## src/hw/rtl/pcgt_ram.sv

```systemverilog
//------------------------------------------------------------------------------
// pcgt_ram
// Single-port-write, single-read synchronous memory with a registered read.
//------------------------------------------------------------------------------
module pcgt_ram #(
    parameter int unsigned DEPTH = 64,
    parameter int unsigned WIDTH = 10
) (
    input  logic                     i_clk,
    input  logic                     i_we,
    input  logic [$clog2(DEPTH)-1:0] i_waddr,
    input  logic [WIDTH-1:0]         i_wdata,
    input  logic [$clog2(DEPTH)-1:0] i_raddr,
    output logic [WIDTH-1:0]         o_rdata
);
    logic [WIDTH-1:0] r_mem [DEPTH];
    logic [WIDTH-1:0] r_rdata;

    always_ff @(posedge i_clk) begin
        if (i_we) begin
            r_mem[i_waddr] <= i_wdata;
        end
        r_rdata <= r_mem[i_raddr];
    end

    assign o_rdata = r_rdata;
endmodule
```

## config.mk

```make
export PLATFORM = sky130hd
export DESIGN_NAME = pcgt_ram
export DESIGN_NICKNAME = d
export VERILOG_FILES = /design/src/hw/rtl/pcgt_ram.sv
export SDC_FILE = /design/constraint.sdc
export NUM_CORES = 1
export LEC_CHECK = 0
export ABC_CLOCK_PERIOD_IN_PS = 2800
export BUFFER_PORTS_ARGS = -buffer_cell sky130_fd_sc_hd__buf_2
export CORE_AREA = 2 2 240 242
export CTS_CLUSTER_SIZE = 14
export DETAILED_ROUTE_END_ITERATION = 6
export DIE_AREA = 0 0 242 244
export GPL_TIMING_DRIVEN = 0
export RECOVER_POWER = 100
export SYNTH_ARGS = -nofsm -noshare
export SYNTH_HDL_FRONTEND = slang
export SYNTH_SLANG_ARGS = --single-unit
```

## constraint.sdc

```tcl
create_clock -name i_clk -period 2.8 [get_ports i_clk]
set_clock_uncertainty 0.15 [all_clocks]
set_input_delay 0.42 -clock i_clk [delete_from_list [all_inputs] [get_ports i_clk]]
set_output_delay 0.42 -clock i_clk [all_outputs]
set_load 0.02 [all_outputs]
```

==> qor.yml <==
status: "finished with violations"
violations: "capacitance limit, slew limit"
min_path_type: "primary input to register"
ioPinCount: 34
clkTransAtPathRegs_ps: 60
yosys-top-cells-count: "640 x edfxtp_1, 160 x mux4_2, 70 x nor2_1"
die_width_um: 242
cp-start-kind: "primary input"
multi_input_area_um2: 5360
ir_worst_vdd_v: 0.000819
worstPathRequired_ps: 3180
r2r_cells: 5
cts_root_buffer: "clkbuf_16"
slowest_delay_ps: 630
ant_nets: 0
synthCells: 1118
hpwl_mm: 36.7
yosysTopAreaCell: "edfxtp_1"
coreArea_um2: 56200
antenna_cells: 0
async_flop_share_pct: 0
cap_violations: 1
crit_arrival_ps: 3140
top_layer_used: "met4"
num-fill-cells: 4502
slew_viol_final: 11
clk_latency_ps: 600
cts_buffers: 68
synth_compound_area_share_pct: 2.08
wl_met2_mm: 27.6
synth_nets: 1142
dp.cells: 1899
initial_core_util_pct: 44.7
synth_area_um2: 25100
grt_pass1_wl_mm: 84.3
r2r_slack_ps: 110
io_buffers: 25
place.gp.congestion: 0.829
ys_ff_latch: 650
worst_pin_slew_ps: 1570
max_freq_mhz: 362
drc: 0
synthAdderAreaFrac_pct: 0
finalCritPeriodShare_pct: 98.6
fin_cells: 2021
place_area_um2: 26200
rsz0062_at_grt: "false"
cts_buffer_depth: 3
power_density_nw_per_um2: 737
synthDistinctLibCells: 37
syn-mean-instance-area_um2: 22.5
synth_area_leaders: "edfxtp_1 77%, mux4_2 14%, mux2i_1 2.1%"
dr.first_iter.drc_count: 1373
grt_max_degree: 65
wirelength_mm: 58.2
wl_per_cell_um: 28.8
ys_seq_area_share_pct: 77.4
min_from: "i_raddr[5]"
hold_buffers: 0
syn_to_final_growth_pct: 13.2
fin_area_um2: 28400
synth_most_common_cell: "edfxtp_1"
cp_max_fo: 10
path_cells: "clkbuf_2, clkbuf_2, clkbuf_1, nand2b_1, o22ai_1, a211oi_1, a22o_1"
cts_tree: "built"
seq_area_um2: 19400
synth.top_cell.area_share_pct: 76.6
yosys.area_share.xor_xnor_pct: 0
synth_edf_count: 640
synth.area.mux_share_pct: 17.0
grt_usage_pct: 20.0
antenna_found_initial: 0
grt_pass1_vias: 11900
critPathSlowestCell: "clkbuf_1"
route.layer.met1.wl_mm: 24.7
layout-drive-gt1-share_pct: 26.2
gr-total-overflow: 0
hold_depth: 4
ys.flop_type: "edfxtp_1"
fp-row-count: 87
fin_crit_ps: 2760
avgViaCountPerCell: 5.80
r2r_start: "r_mem[39][0]$_DFFE_PP_"
die_h_um: 244
hold_viol: 0
nNetsFinal: 1237
synth-simple-area-share_pct: 2.18
postCtsSetupRepairBufs: 0
wl_met3_mm: 4.35
synth_top_family_by_area: "multiplexers"
first_pass_iters: 5
die-area_um2: 59000
clock_sinks: 650
vias: 11700
worstHoldEndpoint: "o_rdata[2]$_DFF_P_"
leakage_nw: 8.88
endpoint_kind: "register"
finalSetupViolCount: 0
h-tree-depth: 3
r2r-end: "o_rdata[0]$_DFF_P_"
crit_type: "primary input to register"
synth_warnings: 0
relSlewSlack_pct: -5.80
cp_common_cell: "clkbuf_2"
[registers in the layout (all words and copies together) (netlist names)]
signal	cells
r_mem	640
o_rdata	10
[power by group]
group,switching (mW),internal (mW),total (mW)
Combinational,0.699,0.378,1.08
Clock,3.64,5.44,9.08
Sequential,0.0172,10.8,10.8
Total,4.35,16.6,21.0
[what timing repair did]
| action | CTS | global route |
|---|---|---|
| setup endpoints to repair | 9 | 4 |
| gates resized for setup | 3 | 9 |
| gates cloned | 0 | 0 |
[logic make-up (layout without fill, tap and decap cells)]
| kind of cell | after synthesis | in the layout |
|---|---|---|
| AO/OA/AOI/OAI | 63 | 63 |
| buffers and inverters | 62 | 209 |
| flip-flops | 650 | 650 |
| multiplexers | 224 | 224 |
| AND/OR/NAND/NOR | 119 | 119 |
[layer usage]
layer	vias up	track usage, %
met5	-	0
li1	4918	-
met4	0	6.77
met3	84	4.74
met1	6280	28.1
met2	433	31.2
[worst max path at each step]
| stage | from | endpoint | slack (ps) | cells past startpoint |
|---|---|---|---|---|
| floorplan | i_raddr[0] | o_rdata[2]$_DFF_P_ | 430 | 7 |
| global placement | i_raddr[1] | o_rdata[9]$_DFF_P_ | -760 | 8 |
| detailed placement | i_raddr[1] | o_rdata[2]$_DFF_P_ | -790 | 9 |
| CTS | i_raddr[1] | o_rdata[2]$_DFF_P_ | 10 | 9 |
| global route | i_raddr[1] | o_rdata[4]$_DFF_P_ | 4 | 9 |
| finish | i_raddr[2] | o_rdata[9]$_DFF_P_ | 40 | 7 |
[layout make-up]
type / instances / area share (%)
Multi-Input combinational cell: 406 / 18.8
Timing Repair Buffer: 25 / 0.392
Clock inverter: 38 / 1.35
Sequential cell: 650 / 68.3
Clock buffer: 84 / 6.53
Buffer: 62 / 1.22
Tap cell: 756 / 3.33
[layout by cell type (no fill, tap or decap), drive strengths merged, types with 3 or more instances in the layout]
cell	netlist	final
nor2	70	70
o22ai	15	15
a211oi	9	9
o211ai	3	3
a2111oi	6	6
o21ai	4	4
clkinv	0	27
bufinv	0	8
a22oi	9	9
o31ai	3	3
a22o	6	6
edfxtp	640	640
nand3b	4	4
buf	37	37
nand2	8	8
nand2b	6	6
nand3	7	7
mux2	12	12
clkbuf	25	134
nor2b	12	12
and2	4	4
mux2i	52	52
mux4	160	160
a221oi	6	6
dfxtp	10	10
[per-stage QoR]
stage / setup slack, ps / power (mW) / TNS [ps] / hold slack, ps / util, %
floorplan: 430 / 11.6 / 0 / 369 / -
global placement: -763 / 12.1 / -51390 / 687 / 46.6
detailed placement: -790 / 12.1 / -76620 / 686 / 46.6
CTS: 11.7 / 21.1 / 0 / 165 / 50.6
global route: 3.71 / 21.6 / 0 / 199 / 50.6
finish: 38.5 / 21.0 / 0 / 187 / 50.6
[worst max-delay path: cells and delay by family]
family                 cells  cell delay (ps)
AOI/OAI and AO/OA          3             1050
buffers and inverters      3             1210
and+or+nand+nor            1              440
Power figures use the tool's default switching activity.
